### config.mk
export PLATFORM = sky130hd
export DESIGN_NAME = kld_ram
export DESIGN_NICKNAME = d
export VERILOG_FILES = /design/src/rtl/keyed_linked_deque_engine_defines.svh /design/src/rtl/kld_ram.sv
export SDC_FILE = /design/constraint.sdc
export NUM_CORES = 1
export LEC_CHECK = 0
export ABC_AREA = 1
export BUFFER_PORTS_ARGS = -buffer_cell sky130_fd_sc_hd__buf_2
export CAP_MARGIN = 20
export CORE_MARGIN = 5
export CORE_UTILIZATION = 45
export DETAILED_ROUTE_END_ITERATION = 10
export GPL_TIMING_DRIVEN = 0
export PLACE_DENSITY_LB_ADDON = 0.08
export SETUP_SLACK_MARGIN = 0.4
export SYNTH_ARGS = -nofsm -noshare
export SYNTH_HDL_FRONTEND = slang
export SYNTH_SLANG_ARGS = --single-unit
### constraint.sdc
create_clock -name clock -period 4.5 [get_ports clock]
set_input_delay 0.225 -clock clock [delete_from_list [all_inputs] [get_ports clock]]
set_output_delay 0.225 -clock clock [all_outputs]
set_load 0.02 [all_outputs]
### src/rtl/keyed_linked_deque_engine_defines.svh
// ----------------------------------------------------------------------------
// keyed_linked_deque_engine_defines
// Assertion macros shared by the deque engine RTL.
// ----------------------------------------------------------------------------
// Each macro expects signals named clock and reset in the calling scope.
`ifndef KEYED_LINKED_DEQUE_ENGINE_DEFINES_SVH
`define KEYED_LINKED_DEQUE_ENGINE_DEFINES_SVH

// Condition that must hold at every clock edge outside reset.
`define KLD_ASSERT_ALWAYS(lbl, cond, msg) \
   lbl: assert property (@(posedge clock) disable iff (reset) (cond)) else $error(msg);

// Condition that must hold whenever the antecedent holds.
`define KLD_ASSERT_IMPLY(lbl, ante, cons, msg) \
   lbl: assert property (@(posedge clock) disable iff (reset) (ante) |-> (cons)) else $error(msg);

`endif

### src/rtl/kld_ram.sv
// ----------------------------------------------------------------------------
// kld_ram
// Generic single write port RAM with one registered read port.
// ----------------------------------------------------------------------------
module kld_ram #(
   parameter int WIDTH = 8,
   parameter int DEPTH = 64
) (
   input  logic                     clock,
   input  logic                     wr_en,
   input  logic [$clog2(DEPTH)-1:0] wr_addr,
   input  logic [WIDTH-1:0]         wr_data,
   input  logic [$clog2(DEPTH)-1:0] rd_addr,
   output logic [WIDTH-1:0]         rd_data
);

   logic [WIDTH-1:0] mem_ff [DEPTH];
   logic [WIDTH-1:0] rd_data_ff;

   always_ff @(posedge clock) begin
      if (wr_en) begin
         mem_ff[wr_addr] <= wr_data;
      end
      rd_data_ff <= mem_ff[rd_addr];
   end

   assign rd_data = rd_data_ff;

endmodule

==> results of run 1 <==
[final cells by class]
class | count | share of cell area
multi-input cells | 1160 | 0.2075
repair buffers | 33 | 0.01060
flip-flops and latches | 520 | 0.6451
clock buffers | 61 | 0.05720
well taps | 607 | 0.03154
inverters | 12 | 0.002078
plain buffers | 113 | 0.03356
clock inverters | 40 | 0.01237
diodes | 1 | 0.0001039
[routing by layer]
layer,vias to the layer above,share of wire
li1,6544,-
met1,7022,0.44
met2,563,0.45
met3,96,0.082
met4,2,0.025
met5,-,0.00025
[worst max path at each step]
stage / startpoint / to / slack (ps) / cells after the start
floorplan: wr_en / mem_ff[48][0] / 2510 / 3
global placement: wr_en / mem_ff[48][7] / 1240 / 3
detailed placement: wr_addr[2] / mem_ff[25][1] / 1530 / 4
CTS: wr_addr[2] / mem_ff[25][7] / 2170 / 4
global route: wr_addr[2] / mem_ff[25][7] / 2070 / 4
finish: wr_addr[2] / mem_ff[25][3] / 2000 / 4
[sequential cells by signal, summed over array words and instances, names as in the netlist]
register  flops
mem_ff      512
rd_data       8
[cell usage in the layout, fill, tap and decap left out, types with 8 or more instances in the layout]
| cell | n |
|---|---|
| inv_1 | 10 |
| buf_1 | 10 |
| nor2_1 | 56 |
| nor4_2 | 8 |
| nand2_1 | 648 |
| buf_2 | 54 |
| clkinv_2 | 12 |
| dfxtp_1 | 8 |
| buf_6 | 35 |
| clkbuf_16 | 54 |
| edfxtp_1 | 512 |
| nand3_1 | 439 |
| clkbuf_1 | 22 |
| clkinv_1 | 20 |
| nand4_1 | 9 |
| buf_4 | 26 |
[worst max-delay path, delay by kind of cell]
| family | cells | cell delay, ps |
|---|---|---|
| buffers and inverters | 2 | 550 |
| and+or+nand+nor | 2 | 1940 |
[Yosys cell counts (2+ instances only)]
cell type | number | area [um2]
buf_8 | 2 | 30.03
nor2_1 | 56 | 210.2
nand4_1 | 9 | 56.30
buf_1 | 10 | 37.54
nand3_1 | 439 | 2197
edfxtp_1 | 512 | 15370
buf_4 | 14 | 105.1
buf_6 | 35 | 394.1
buf_2 | 37 | 185.2
inv_1 | 10 | 37.54
nor4_1 | 8 | 50.05
clkbuf_1 | 15 | 56.30
dfxtp_1 | 8 | 160.2
nand2_1 | 648 | 2432
[stage by stage]
step                        util  hold WS (ps)  total power, mW  instance area (um2)
after floorplan                -         323.9            5.861                21340
after global placement    0.4749         642.2            6.190                22200
after detailed placement  0.4792         641.8            6.206                22400
after CTS                 0.5150         109.0            10.45                24080
after global routing      0.5150         135.7            10.73                24080
final                     0.5151         147.4            10.41                24080
[logic make-up after synthesis]
group                  after synthesis  synth area share
AND/OR/NAND/NOR                   1160            0.2318
flip-flops                         520            0.7280
buffers and inverters              125           0.04022
[power by group]
| group | total (mW) | internal (mW) | leakage, nW | switching (mW) |
|---|---|---|---|---|
| combinational | 0.740 | 0.190 | 3.22 | 0.551 |
| sequential | 5.37 | 5.36 | 4.67 | 0.00953 |
| clock | 4.29 | 2.42 | 0.829 | 1.87 |
==> out/qor.csv, run 1 <==
metric;value;unit
status;complete, no violations;
synth_warnings;0;
min_from;wr_data[5];
cts_tree;done;
clock_latency;610;ps
setup_viol;0;
path_class;in -> reg;
post_drt_via_cell_ratio;5.586;
crit_path_end_kind;flip-flop;
grt_pass1_wl;93.11;mm
regArea;0.01553;mm2
row_count;79;
min_path_cells;1;
grt_antenna_before_repair;2;
leakage;8.718;nW
post_cts.repair.setup_buffers;0;
design.die.area;0.05187;mm2
clk_pin_slew;60;ps
cts_hold_buf;0;
setup_ws;2000;ps
clockRootBuffer;clkbuf_16;
dp.cells;2445;
peakVddDrop;290.5;uV
period_share;0.5555;
clock_skew;30.22;ps
grt_most_used_layer;met2;
track_usage;0.2436;
gr-usage-met1;0.3601;
clock-sinks;520;
syn-num-nets;1827;
max_freq;0.4000;GHz
fin_setup_tns;0;ps
ctsResizeCount;0;
layout-drive-gt1-share;0.1057;
ios;30;
overflow;0;
syn-instance-count;1805;
maxCapViolCount;0;
worstPathRequired;4730;ps
r2r_slack;3050;ps
syn_area;0.02134;mm2
globalplace.congestion;0.8873;
avgSynthCellArea;11.82;um2
n_fill_cell;4126;
wirelength;64.16;mm
synth-main-ff-cell;edfxtp_1;
grt_util_met3;0.05267;
use_met2;0.3730;
hold_viol;0;
reg2reg_from;mem_ff[31][3];
die_x;227.8;um
cts_buffers;54;
cp_max_fo;9;
maxSlewViolCount;0;
multi_input_area;0.004996;mm2
async_flop_share;0;
first_pass_iters;5;
grt_start_max_net_pins;65;
place_hpwl;43.19;mm
grt_pass1_vias;13547;
cts_htree_levels;2;
crit_chain;clkbuf_1 -> inv_1 -> nand4_1 -> nor2_1;
area_growth_syn_to_layout;12.85;%
ant_nets;0;
min_period;2500;ps
drt_iter0_drc;1477;
clock_tree.buffer_depth;3;
min_path_type;in -> reg;
ys_seq_elements;520;
drc_errors;0;
ff2ff_path_depth;8;
worstMarginPinSlew;1193;ps
pre_cts_ws;1531;ps
slew_headroom;0.2018;
io_buffers;21;
arrival;2730;ps
die_h;227.8;um
slowest_stage;nor2_1;
synth-edff-count;512;
via_count;14227;
synthDistinctLibCells;16;
rsz0062_at_grt;false;
powerDensity;432.1;mW/mm2
final_cells;2547;
seq_area_frac_synth;0.7280;
initial_core_util;0.4564;
routedWlPerCell;25.19;um
cpPeakStageDelay;1160;ps
r2r_end;rd_data[3];
finalNetCount;1916;
hold_end;mem_ff[29][5];
startpoint_type;primary input;
core;0.04675;mm2
Power figures use the tool's default switching activity.
==> inputs of run 2 (changes only) <==
==> constraint.sdc (replaced) <==
create_clock -name clock -period 2.5 [get_ports clock]
set_input_delay 0.125 -clock clock [delete_from_list [all_inputs] [get_ports clock]]
set_output_delay 0.125 -clock clock [all_outputs]
set_load 0.02 [all_outputs]
==> run 2 against run 1 <==
Global-route usage is the same. Final cell count grew 0.16%. First-iteration DRC count shrank 5.4%. Clock skew grew 0.87 ps. Non-clock buffer count grew 4. Wire length grew 0.17%. Cell area grew 0.23%. Critical path type unchanged. Largest cell class unchanged.
==> out/qor.csv, run 2 (synthesis gave the netlist of run 1 again) <==
metric;value;unit
status;complete, no violations;
grt_antenna_before_repair;2;
grt_start_max_net_pins;65;
clock-sinks;520;
powerDensity;775.4;mW/mm2
maxCapViolCount;0;
cp_max_fo;9;
top_register;mem_ff;
finalNetCount;1920;
dp.cells;2445;
grt_pass1_vias;13547;
slew_headroom;0.1834;
dpl_cell_area;0.02240;mm2
overflow;0;
peakVddDrop;522.2;uV
grt_pass1_wl;93.11;mm
initial_core_util;0.4564;
wirelength;64.27;mm
design.die.area;0.05187;mm2
cpPeakStageDelay;1040;ps
rsz0062_at_grt;true;
cts_tree;done;
cts_buffers;54;
globalplace.congestion;0.8873;
mostFrequentLayoutCell;nand2_1;
ios;30;
core;0.04675;mm2
min_period;2314;ps
die_x;227.8;um
min_path_type;in -> reg;
routedWlPerCell;25.19;um
via_count;14251;
row_count;79;
cts_htree_levels;2;
clock_latency;610;ps
crit_chain;clkbuf_1 -> inv_1 -> nand4_1 -> nor2_1;
first_pass_iters;6;
drt_iter0_drc;1397;
die_h;227.8;um
area_growth_syn_to_layout;13.11;%
arrival;2530;ps
place_hpwl;43.19;mm
track_usage;0.2436;
slowest_stage;nor2_1;
worstPathRequired;2710;ps
layout-drive-gt1-share;0.1127;
path_class;in -> reg;
path_buf_inv;2;
drc_errors;0;
hold_viol;0;
leakage;8.734;nW
largest_reg_flops;512;
clk_pin_slew;60;ps
final_cells;2551;
clockRootBuffer;clkbuf_16;
io_buffers;21;
clock_skew;31.09;ps
cpLargestDelayFamily;simple AND/OR/NAND/NOR gates;
ant_nets;0;
period_share;0.9258;
crit_path_end_kind;flip-flop;
design_area;0.02414;mm2
setup_viol;0;
worstMarginPinSlew;1220;ps
final_cell_mix;nand2_1 (648), edfxtp_1 (512), nand3_1 (439);
fin_setup_tns;0;ps
clock_tree.buffer_depth;3;
max_freq;0.4321;GHz
maxSlewViolCount;0;
post_drt_via_cell_ratio;5.586;
startpoint_type;primary input;
==> run 2: cell types whose count changed in the layout (fill, tap and decap cells not counted) <==
cell,change
nor2_1,-10
nor2_2,+10
buf_4,+4
==> run 2: path summary, 6_finish.rpt <==
kind                                    start             to  cells past startpoint  slack (ps)
worst max-delay path               wr_addr[2]  mem_ff[41][2]                      4         190
worst min-delay path               wr_data[5]  mem_ff[28][5]                      1          50
worst max register to register  mem_ff[27][3]     rd_data[3]                      8        1050
worst min register to register  mem_ff[16][5]     rd_data[5]                      8         910
==> run 2: cell type report <==
cell class,instances,area [um2]
Antenna cell,1,2.502
Buffer,113,808.3
Clock buffer,61,1378
Clock inverter,40,297.8
Fill cell,4125,22620
Inverter,12,50.05
Multi-Input combinational cell,1160,5021
Sequential cell,520,15530
Tap cell,607,759.5
Timing Repair Buffer,37,285.3
==> run 2: where the power goes <==
part           total, mW  internal [mW]  switching, mW
clock network       7.71           4.36           3.35
logic               1.34          0.344          0.995
registers           9.67           9.65         0.0171
total               18.7           14.4           4.36
==> run 2: what timing repair did <==
item | in CTS | in global routing
setup endpoints to repair | 40 | 96
hold endpoints to repair | 0 | 0
resized for setup | 2 | 8
hold buffers | 0 | 0
buffers inserted | 0 | 4
pin swaps | 0 | 1
==> run 2: per-layer routing <==
metal	up-vias	part of all wire	GRT usage
met1	7016	0.45	0.3601
met2	583	0.45	0.3730
met4	2	0.024	0.05995
li1	6550	-	-
met3	100	0.081	0.05267
met5	-	0.00025	0
==> run 2: through the flow <==
step	setup slack, ps	util	hold slack (ps)	power [mW]
global route	166.3	0.5162	35.68	19.32
detailed placement	-369.3	0.4792	541.8	11.17
finish	185.6	0.5163	48.23	18.72
global placement	-664.5	0.4749	542.2	11.14
floorplan	608.9	-	223.9	10.55
CTS	302.0	0.5151	9.030	18.81
==> run 2: worst reg2reg max path, stage by stage, from the launching register on <==
cell      delay (ps)
edfxtp_1         370
nand2_1           80
nand3_1           80
nand3_1          110
nand2_1          150
nand2_1          100
nand3_1           90
nand3_1          150
nand2_1          170
