===== src/rtl/keyed_linked_deque_engine_defines.svh =====
// ----------------------------------------------------------------------------
// keyed_linked_deque_engine_defines
// Assertion macros shared by the deque engine RTL.
// ----------------------------------------------------------------------------
// Each macro expects signals named clock and reset in the calling scope.
`ifndef KEYED_LINKED_DEQUE_ENGINE_DEFINES_SVH
`define KEYED_LINKED_DEQUE_ENGINE_DEFINES_SVH

// Condition that must hold at every clock edge outside reset.
`define KLD_ASSERT_ALWAYS(lbl, cond, msg) \
   lbl: assert property (@(posedge clock) disable iff (reset) (cond)) else $error(msg);

// Condition that must hold whenever the antecedent holds.
`define KLD_ASSERT_IMPLY(lbl, ante, cons, msg) \
   lbl: assert property (@(posedge clock) disable iff (reset) (ante) |-> (cons)) else $error(msg);

`endif


===== src/rtl/kld_pkg.sv =====
// ----------------------------------------------------------------------------
// kld_pkg
// Shared constants, request codes and types of the keyed linked deque engine.
// ----------------------------------------------------------------------------
package kld_pkg;

   localparam int ENTRIES_DEF      = 64;
   localparam int PAYLOAD_BITS_DEF = 32;
   localparam int DATA_W           = 32;
   localparam int TYPE_W           = 4;

   localparam logic [TYPE_W-1:0] REQ_PUSH_FRONT   = 4'd0;
   localparam logic [TYPE_W-1:0] REQ_PUSH_BACK    = 4'd1;
   localparam logic [TYPE_W-1:0] REQ_POP_FRONT    = 4'd2;
   localparam logic [TYPE_W-1:0] REQ_POP_BACK     = 4'd3;
   localparam logic [TYPE_W-1:0] REQ_SEARCH       = 4'd4;
   localparam logic [TYPE_W-1:0] REQ_INSERT_BEFORE = 4'd5;
   localparam logic [TYPE_W-1:0] REQ_INSERT_AFTER = 4'd6;
   localparam logic [TYPE_W-1:0] REQ_REMOVE       = 4'd7;
   localparam logic [TYPE_W-1:0] REQ_ITER_FWD     = 4'd8;
   localparam logic [TYPE_W-1:0] REQ_ITER_BACK    = 4'd9;

   typedef struct packed {
      logic take;
      logic give;
   } kld_free_ctl_type;

endpackage


===== src/rtl/kld_ram.sv =====
// ----------------------------------------------------------------------------
// kld_ram
// Generic single write port RAM with one registered read port.
// ----------------------------------------------------------------------------
module kld_ram #(
   parameter int WIDTH = 8,
   parameter int DEPTH = 64
) (
   input  logic                     clock,
   input  logic                     wr_en,
   input  logic [$clog2(DEPTH)-1:0] wr_addr,
   input  logic [WIDTH-1:0]         wr_data,
   input  logic [$clog2(DEPTH)-1:0] rd_addr,
   output logic [WIDTH-1:0]         rd_data
);

   logic [WIDTH-1:0] mem_ff [DEPTH];
   logic [WIDTH-1:0] rd_data_ff;

   always_ff @(posedge clock) begin
      if (wr_en) begin
         mem_ff[wr_addr] <= wr_data;
      end
      rd_data_ff <= mem_ff[rd_addr];
   end

   assign rd_data = rd_data_ff;

endmodule


===== src/rtl/kld_free.sv =====
// ----------------------------------------------------------------------------
// kld_free
// Free slot allocator: a stack in RAM plus a fill mark for never used slots.
// ----------------------------------------------------------------------------
module kld_free import kld_pkg::*; #(
   parameter int ENTRIES = ENTRIES_DEF
) (
   input  logic                           clock,
   input  logic                           reset,
   input  kld_free_ctl_type               ctl,
   input  logic [$clog2(ENTRIES)-1:0]     give_slot,
   output logic [$clog2(ENTRIES)-1:0]     slot,
   output logic [$clog2(ENTRIES+1)-1:0]   count
);

   localparam int IW = $clog2(ENTRIES);
   localparam int HW = $clog2(ENTRIES + 1);

   logic [HW-1:0] count_ff, count_in;
   logic [HW-1:0] fresh_ff, fresh_in;
   logic [IW-1:0] stack_q;
   logic [HW-1:0] count_m1;
   logic [HW-1:0] fresh_slot;

   assign count_m1   = count_ff - HW'(1);
   assign fresh_slot = HW'(ENTRIES) - count_ff;

   kld_ram #(.WIDTH(IW), .DEPTH(ENTRIES)) u_stack (
      .clock   (clock),
      .wr_en   (ctl.give),
      .wr_addr (count_ff[IW-1:0]),
      .wr_data (give_slot),
      .rd_addr (count_m1[IW-1:0]),
      .rd_data (stack_q)
   );

   assign slot  = (count_ff <= fresh_ff) ? fresh_slot[IW-1:0] : stack_q;
   assign count = count_ff;

   always_comb begin
      count_in = count_ff;
      fresh_in = fresh_ff;
      if (ctl.take) begin
         count_in = count_m1;
         if (count_ff <= fresh_ff) begin
            fresh_in = count_m1;
         end
      end else if (ctl.give) begin
         count_in = count_ff + HW'(1);
      end
   end

   always_ff @(posedge clock) begin
      if (reset) begin
         count_ff <= HW'(ENTRIES);
         fresh_ff <= HW'(ENTRIES);
      end else begin
         count_ff <= count_in;
         fresh_ff <= fresh_in;
      end
   end

endmodule


===== config.mk =====
export PLATFORM = sky130hd
export DESIGN_NAME = kld_free
export DESIGN_NICKNAME = d
export VERILOG_FILES = /design/src/rtl/keyed_linked_deque_engine_defines.svh /design/src/rtl/kld_pkg.sv /design/src/rtl/kld_ram.sv /design/src/rtl/kld_free.sv
export SDC_FILE = /design/constraint.sdc
export NUM_CORES = 1
export LEC_CHECK = 0
export ABC_AREA = 1
export BUFFER_PORTS_ARGS = -buffer_cell sky130_fd_sc_hd__buf_4
export CELL_PAD_IN_SITES_DETAIL_PLACEMENT = 0
export CELL_PAD_IN_SITES_GLOBAL_PLACEMENT = 1
export CORE_MARGIN = 8
export CORE_UTILIZATION = 41
export DETAILED_ROUTE_END_ITERATION = 10
export PLACE_DENSITY_LB_ADDON = 0.05
export REMOVE_ABC_BUFFERS = 1
export SLEW_MARGIN = 20
export SYNTH_ARGS = -nofsm -noshare
export SYNTH_HDL_FRONTEND = slang
export SYNTH_HIERARCHICAL = 1
export SYNTH_SLANG_ARGS = --single-unit
export TNS_END_PERCENT = 30

===== constraint.sdc =====
create_clock -name clock -period 3.6 [get_ports clock]
set_clock_uncertainty 0.1 [all_clocks]
set_input_delay 0.72 -clock clock [delete_from_list [all_inputs] [get_ports clock]]
set_output_delay 0.72 -clock clock [all_outputs]
set_load 0.01 [all_outputs]

==> reports/qor.csv, run 1 <==
metric,value,unit
status,"finished, final reports clean",
drtIter0Drc,907,
seqCellArea,11930,µm²
ys.flop_type,edfxtp_1,
finalHoldViolCount,0,
relSlewSlack,25.97,%
drc,0,
synthesis.instances,1535,
grt_antenna_before_repair,1,
die_h,219.4,µm
worst_pin_slew,1.110,ns
clk_latency,0.56,ns
first_pass_iters,5,
maxSlewViolCount,0,
hpwl,26510,µm
startpoint_type,flop,
multi_input_area,4428,µm²
critPathBufInv,2,
cts-root-buf,clkbuf_16,
nFillCells,3766,
cp_cell_sequence,ha_1 -> nand2_1 -> nor2_1 -> nand2_1 -> nand2_1 -> nand2_1 -> buf_4 -> nor2_1 -> a21oi_1 -> buf_4,
max_freq,0.2969,GHz
fin_area,19330,µm²
grt-ovfl-total,0,
synthTopCellsByArea,"edfxtp_1 68%, nand2_1 12%, nand3_1 10%",
critPathLaunch,count[6]$_SDFFE_PP1P_,
hp-class,in -> reg,
die_x,219.4,µm
fin_crit,3.368,ns
yosys-top-cells-count,"525 x nand2_1, 384 x edfxtp_1, 340 x nand3_1",
yosysTopAreaCell,edfxtp_1,
die-area,48140,µm²
synth_edf_count,384,
place_congestion,0.7873,
ys_types,27,
critPathMaxFanout,11,
cts_resized,0,
max-vdd-ir-drop,0.3844,mV
place_area,18040,µm²
ant_nets,0,
maxCapViolCount,0,
clk_pin_slew,0.06,ns
core_area,40830,µm²
post_drt_wl_per_cell,21.39,µm
async_flop_share,0,%
crit_slowest_cell,dfxtp_1,
syn_area,16960,µm²
yosysSeqAreaShare,70.33,%
htree_levels,2,
routed_wl,46340,µm
r2r_setup_slack,0.84,ns
postSynthAreaPerCell,11.05,µm²
io_buffers,22,
rsz0062_at_grt,false,
max_stage_delay,0.35,ns
ios,23,
start_util,41.55,%
cts_hold_buf,0,
cp_top_family,simple AND/OR/NAND/NOR gates,
syn2layout_area_growth,13.93,%
routed-via-count,11356,
grt_pass1_wl,70210,µm
grt_max_degree,194,
diodes,0,
fin_hold_ws,0.2681,ns
worstHoldStart,reset,
cp-end-kind,output port,
finalCritPeriodShare,93.56,%
nNetsFinal,1619,
first_global_vias,11156,
yosysWarnings,6,
clock-sinks,404,
ys_ff_latch,404,
arrival,2.55,ns
worst_path_most_repeated_cell,nand2_1,
post_cts_buffers,0,
ctsLongestPathBuffers,3,
drive_above_1_share,10.59,%
cts_tree,yes,
grt.total_usage,19.47,%
r2r-start,count[1]$_SDFFE_PP0P_,
setup_viol,0,
yosysMostFrequentCell,nand2_1,
vias_per_cell,5.243,
p_leak,0.007147,µW
netlist.area_leader.share,67.97,%
cp_data_required_time,2.78,ns
rows,74,
p_per_area,610.2,nW/µm²
worstSetupPathType,reg -> out,
numCtsBuffers,44,
-- layout make-up --
type / instances / share of cell area (%)
Tap cell: 532 / 3.444
Inverter: 34 / 0.7186
Sequential cell: 404 / 61.73
Timing Repair Buffer: 109 / 4.558
Clock inverter: 20 / 0.5179
Multi-Input combinational cell: 1007 / 22.91
Clock buffer: 60 / 6.118
-- cells by family after synthesis --
group,synth area share [%]
fa+ha+maj,0.6638
compound gates,0.7597
xor+xnor,0.2951
buf+inv,3.562
flops,70.33
simple gates,24.38
-- cell usage in the layout, fill, tap and decap left out, types with 2 or more instances in the layout --
cell / count
nand2_1: 525
edfxtp_1: 384
nand3_1: 340
buf_4: 104
nor2_1: 79
clkbuf_16: 45
inv_1: 26
dfxtp_1: 20
a21oi_1: 16
clkbuf_1: 15
clkinv_1: 14
nand4_1: 13
ha_1: 9
nor4_1: 8
o21ai_0: 6
buf_12: 5
inv_6: 4
clkinv_2: 4
inv_2: 4
nor2_2: 2
o21ai_1: 2
-- metrics by stage --
step | cells | power [µW] | TNS (ns) | setup slack, ns | utilization (%)
floorplan | 1445 | 6739 | -47.34 | -3.589 | -
global placement | 2086 | 7819 | 0 | 0.8248 | 44.19
detailed placement | 2086 | 7815 | 0 | 0.8250 | 44.19
CTS | 2166 | 11920 | 0 | 0.2106 | 47.33
global route | 2166 | 12340 | 0 | 0.04353 | 47.33
finish | 2166 | 11790 | 0 | 0.2317 | 47.33
-- flip-flops by register name, indices dropped and copies added (netlist names) --
signal,cells
u_stack/mem_ff,384
count,7
fresh_ff,7
u_stack/rd_data,6
-- where the power goes --
part	switching (µW)	internal, µW
Clock	1790	2300
Combinational	1670	716
Sequential	61.7	5260
-- worst paths after layout --
path,endpoint,depth (start not counted)
setup reg to reg,u_stack/rd_data[0]$_DFF_P_,12
setup / recovery,slot[0],10
hold reg to reg,fresh_ff[6]$_SDFFE_PP1P_,2
hold / removal,fresh_ff[1]$_SDFFE_PP0P_,2
-- layer usage --
metal / wire [µm] / vias up / part of all wire, % / global-route usage (%)
met5: 0 / - / 0 / 0
met4: 784 / 0 / 1.7 / 4.582
li1: - / 5488 / - / -
met3: 2226 / 44 / 4.8 / 3.222
met2: 21100 / 253 / 46 / 29.98
met1: 22230 / 5571 / 48 / 28.53
Note: power is estimated with default switching activity, not from simulation.
==> inputs of run 2 (changes only) <==
SETUP_SLACK_MARGIN = 0.3   (was unset)
==> run 2 against run 1 <==
Via count is 0.26% higher. Count of clock-buffer cells in the layout stayed put. First-iteration DRC count is 0.11% lower. Largest power group unchanged. Sequential cell count stayed put. Maximum frequency is 8.8% higher. Power hardly changed. Critical endpoint unchanged. Non-clock buffer count stayed put. Sequential power hardly changed. Highest routed layer unchanged. Final area hardly changed.
==> reports/qor.csv, run 2 (synthesized netlist as in run 1, its figures left out) <==
metric,value,unit
status,"finished, final reports clean",
setup_viol,0,
cp-end-kind,output port,
ios,23,
nFillCells,3769,
vias_per_cell,5.256,
io_buffers,22,
largest_reg_flops,384,
arrival,2.28,ns
p_comb_share,20.3,%
start_util,41.55,%
p_int,8279,µW
syn2layout_area_growth,13.98,%
diodes,0,
layout_commonest_cell,nand2_1,
final_cell_mix,"524 x nand2_1, 384 x edfxtp_1, 340 x nand3_1, 104 x buf_4, 79 x nor2_1",
post_cts_buffers,0,
routed_wl,46330,µm
htree_levels,2,
critPathMaxFanout,11,
grt_antenna_before_repair,1,
max_freq,0.3230,GHz
die_x,219.4,µm
relSlewSlack,25.48,%
drive_above_1_share,10.65,%
seqCellArea,11930,µm²
r2r_setup_slack,0.83,ns
numCtsBuffers,44,
cp_data_required_time,2.78,ns
clk_latency,0.57,ns
p_switching,3526,µW
final.setup.worst_slack,0.5044,ns
pre_cts_slack,0.8250,ns
max_stage_delay,0.36,ns
grt_pass1_wl,70210,µm
fin_area,19330,µm²
grt-ovfl-total,0,
swShare,29.87,%
maxCapViolCount,0,
ant_nets,0,
p_per_area,610.5,nW/µm²
startpoint_type,flop,
first_global_vias,11156,
die_h,219.4,µm
place_congestion,0.7873,
ctsLongestPathBuffers,3,
p_leak,0.007149,µW
clk_pin_slew,0.06,ns
rows,74,
finalHoldViolCount,0,
rsz0062_at_grt,false,
hpwl,26510,µm
die-area,48140,µm²
clkPwrFrac,34.6,%
core_area,40830,µm²
routed-via-count,11385,
first_pass_iters,5,
drc,0,
hp-class,in -> reg,
max-vdd-ir-drop,0.3844,mV
multi_input_area,4436,µm²
grt.total_usage,19.47,%
cp_cell_sequence,ha_1 -> nand2_1 -> nor2_1 -> nand4_1 -> nand2_4 -> buf_4 -> nor2_1 -> a21oi_1 -> buf_4,
crit_slowest_cell,dfxtp_1,
post_drt_wl_per_cell,21.39,µm
top_register,u_stack/mem_ff,
grt_max_degree,194,
place_area,18040,µm²
cts_tree,yes,
clock-sinks,404,
nNetsFinal,1619,
cts_hold_buf,0,
fin_crit,3.096,ns
worst_pin_slew,1.118,ns
cts-root-buf,clkbuf_16,
p_seq_share,45.1,%
dp_cells,2086,
fin_cells,2166,
worstSetupPathType,reg -> out,
finalCritPeriodShare,85.99,%
drtIter0Drc,906,
maxSlewViolCount,0,
-- run 2: cell count changes in the layout (fill, tap and decap cells not counted) --
| cell | before | now |
|---|---|---|
| nand2_1 | 525 | 524 |
| nand2_4 | 0 | 1 |
-- run 2: power by group through the flow --
| stage | sequential (µW) | clock, µW | combinational, µW |
|---|---|---|---|
| detailed placement | 5420 | 0 | 2400 |
| global route | 5330 | 4370 | 2660 |
| CTS | 5320 | 4190 | 2410 |
| global placement | 5420 | 0 | 2400 |
| finish | 5320 | 4090 | 2400 |
| floorplan | 5410 | 0 | 1330 |
-- run 2: cell type report --
class / count / share of cell area [%]
clock inverters: 20 / 0.5177
multi-input cells: 1007 / 22.94
repair buffers: 109 / 4.556
clock buffers: 60 / 6.115
well taps: 532 / 3.443
flip-flops and latches: 404 / 61.71
inverters: 34 / 0.7183
-- run 2: worst paths after layout --
kind | start | end | cells past startpoint
worst max-delay path | count[6]$_SDFFE_PP1P_ | slot[0] | 9
worst min register to register | fresh_ff[6]$_SDFFE_PP1P_ | fresh_ff[6]$_SDFFE_PP1P_ | 2
worst max register to register | count[1]$_SDFFE_PP0P_ | u_stack/rd_data[0]$_DFF_P_ | 12
worst min-delay path | reset | fresh_ff[1]$_SDFFE_PP0P_ | 2
-- run 2: through the flow --
step / hold WS, ns / total power [µW] / util (%) / setup TNS [ns]
5_1_grt: 0.2531 / 12350 / 47.35 / 0
4_1_cts: 0.2331 / 11920 / 47.34 / 0
3_5_place_dp: 0.3480 / 7815 / 44.19 / 0
3_3_place_gp: 0.3481 / 7819 / 44.19 / 0
2_1_floorplan: 0.3289 / 6739 / - / -47.34
6_report: 0.2691 / 11800 / 47.35 / 0
-- run 2: layer usage --
layer  vias to the layer above  wire [µm]  GRT usage [%]
li1                       5485          -              -
met1                      5598      22040          28.53
met2                       256      21230          29.98
met3                        46       2251          3.222
met4                         0        805          4.582
met5                         -          0              0
-- run 2: what timing repair did --
item,CTS,global route
cloned,0,0
resized for setup,1,1
endpoints found under the setup margin,2,1
pin swaps,0,0
-- run 2: worst max-delay path: cells and delay by family, from the launching register on --
family          cells  cell delay, ns
flops               1            0.36
fa+ha+maj           1            0.31
buf+inv             2            0.30
compound gates      1            0.11
simple gates        5            0.62
==> inputs of run 3 (changes only) <==
SYNTH_HIERARCHICAL = unset   (was 1)
==> run 3 against run 2 <==
Hold slack better by 0.079 ns. Critical path depth unchanged. Sequential power down 0.8%. Register-to-register slack better by 0.03 ns. Largest power group unchanged. First-iteration DRC count down 1.7%. Non-clock buffer count down 32. Cell count up 6.8%. Sequential share of layout area down 2.1 points. Maximum frequency down 2.3%. Critical path type unchanged. Worst setup slack worse by 0.073 ns.
==> reports/qor.csv, run 3 <==
metric,value,unit
hp-class,in -> reg,
maxCapViolCount,0,
timing.rr.end,u_stack.rd_data[5]$_DFF_P_,
synthTopCellsByArea,"edfxtp_1 66%, nand2_1 12%, nand3_1 7.5%",
hpwl,27360,µm
p_per_area,609.8,nW/µm²
crit_end,slot[0],
relSlewSlack,32.72,%
cp_cell_sequence,ha_1 -> nand2_1 -> o21a_1 -> nand2_1 -> nand2_1 -> clkinvlp_4 -> buf_12 -> o21ai_2 -> buf_4,
p_switching,3425,µW
utilization,47.63,%
arrival,2.35,ns
clk_latency,0.56,ns
fin_hold_ws,0.3480,ns
layout_commonest_cell,nand2_1,
vias_per_cell,5.105,
ant_nets,0,
worst_pin_slew,1.009,ns
ctsLongestPathBuffers,3,
drive_above_1_share,9.408,%
rows,75,
grt.total_usage,19.41,%
startpoint_type,flop,
max_stage_delay,0.45,ns
maxSlewViolCount,0,
drc,0,
p_leak,0.007919,µW
yosysSeqAreaShare,68.27,%
ys_types,26,
synthesis.instances,1702,
fin_crit,3.168,ns
postSynthAreaPerCell,10.27,µm²
yosysMostFrequentCell,nand2_1,
grt-ovfl-total,0,
status,"finished, final reports clean",
critPathMaxFanout,12,
grt_antenna_before_repair,0,
synth_edf_count,384,
place_area,18430,µm²
worst_r2r_path_depth,11,
post_drt_wl_per_cell,20.72,µm
die-area,49490,µm²
max-vdd-ir-drop,0.4462,mV
clk_pin_slew,0.06,ns
first_pass_iters,4,
worst-path-stages,9,
worst_path_most_repeated_cell,nand2_1,
setup_viol,0,
top_register,u_stack.mem_ff,
fin_area,20030,µm²
start_util,41.57,%
final_cell_mix,"541 x nand2_1, 384 x edfxtp_1, 262 x nand3_1, 153 x inv_1, 140 x nor2_1",
critPathBufInv,3,
largest_reg_flops,384,
max_freq,0.3156,GHz
p_int,8787,µW
netlist.area_leader.share,65.98,%
yosysWarnings,0,
diodes,0,
grt_max_degree,200,
yosysTopAreaCell,edfxtp_1,
first_global_vias,11653,
core_area,42040,µm²
grt_pass1_wl,73280,µm
syn_area,17480,µm²
io_buffers,22,
setup_tns,0,ns
clkPwrFrac,38.7,%
cts_hold_buf,0,
async_flop_share,0,%
finalHoldViolCount,0,
ios,23,
nNetsFinal,1759,
r2r-start,count[0]$_SDFFE_PP0P_,
htree_levels,2,
ys.flop_type,edfxtp_1,
ys_ff_latch,404,
cp-end-kind,output port,
crit_slowest_cell,dfxtp_1,
p_seq_share,43.3,%
routed_wl,47940,µm
clock-sinks,404,
worstSetupPathType,reg -> out,
rsz0062_at_grt,true,
critPathLaunch,count[5]$_SDFFE_PP0P_,
final.setup.worst_slack,0.4315,ns
yosys-top-cells-count,"541 x nand2_1, 384 x edfxtp_1, 262 x nand3_1",
swShare,28.05,%
cp_data_required_time,2.78,ns
p_comb_share,18.1,%
numCtsBuffers,46,
cts-root-buf,clkbuf_16,
drtIter0Drc,891,
finalCritPeriodShare,88.01,%
r2r_setup_slack,0.86,ns
cp_top_family,flip-flops,
die_x,222.5,µm
die_h,222.5,µm
place_congestion,0.8725,
syn2layout_area_growth,14.58,%
cts_tree,yes,
routed-via-count,11813,
pre_cts_slack,0.6739,ns
## run 3: cell types whose count changed after synthesis, sizes merged, moves of 3 or more
cell / previous run / this run
o21a: 0 / 3
nor3: 1 / 4
nor4: 8 / 5
o21ai: 8 / 50
nand4: 13 / 7
clkbuf: 16 / 43
xor2: 2 / 5
nor2: 81 / 141
inv: 33 / 159
nand3: 340 / 263
a211oi: 0 / 3
nand2: 525 / 542
buf: 74 / 45
## run 3: worst min-delay path by stage
stage / start / end / slack (ns) / cells past startpoint
2_1_floorplan: fresh_ff[6]$_SDFFE_PP1P_ / fresh_ff[6]$_SDFFE_PP1P_ / 0.33 / 2
3_3_place_gp: fresh_ff[6]$_SDFFE_PP1P_ / fresh_ff[6]$_SDFFE_PP1P_ / 0.35 / 2
3_5_place_dp: fresh_ff[6]$_SDFFE_PP1P_ / fresh_ff[6]$_SDFFE_PP1P_ / 0.34 / 2
4_1_cts: reset / fresh_ff[2]$_SDFFE_PP0P_ / 0.31 / 2
5_1_grt: reset / fresh_ff[2]$_SDFFE_PP0P_ / 0.33 / 2
6_report: reset / fresh_ff[2]$_SDFFE_PP0P_ / 0.35 / 2
## run 3: what timing repair did
action,CTS,global route
setup endpoints to repair,6,6
gates resized for setup,2,14
pin swaps,0,0
endpoints found under the hold margin,0,0
setup buffers,0,1
## run 3: routing by layer
layer	part of all wire [%]	track usage, %
met4	1.8	5.459
met5	0	0
met2	46	30.70
met1	48	27.91
met3	4.1	2.397
## run 3: kinds of logic (layout without fill, tap and decap cells)
group	Yosys count	count (layout)	share of synthesized area (%)
xor gates and xnor gates	5	5	0.2935
AOI/OAI and AO/OA	71	71	2.141
DFF	404	404	68.27
buffers and inverters	250	323	5.749
and+or+nand+nor	962	962	22.83
adders and majority gates	10	10	0.7159
## run 3: through the flow
step	std cells	power (µW)
finish	2314	12210
global placement	2229	7488
floorplan	1614	6514
CTS	2313	12220
global route	2314	12700
detailed placement	2229	7481
## run 3: power groups by stage
stage / registers [µW] / clock network [µW] / logic [µW]
3_5_place_dp: 5380 / 0 / 2100
5_1_grt: 5290 / 4990 / 2410
4_1_cts: 5280 / 4830 / 2110
3_3_place_gp: 5380 / 0 / 2100
2_1_floorplan: 5410 / 0 / 1100
6_report: 5280 / 4720 / 2210
## run 3: area by class of cell
cell class,count,area [µm²]
Fill cell,3943,22010
Sequential cell,404,11940
Multi-Input combinational cell,1048,4607
Clock buffer,62,1325
Tap cell,539,674.4
Timing Repair Buffer,77,656.9
Inverter,162,619.3
Clock inverter,22,207.7
## run 3: worst reg2reg max path: cells and delay by family (launching register included)
family	cells	cell delay, ns
buf+inv	3	1.26
flops	1	0.37
simple gates	8	0.96
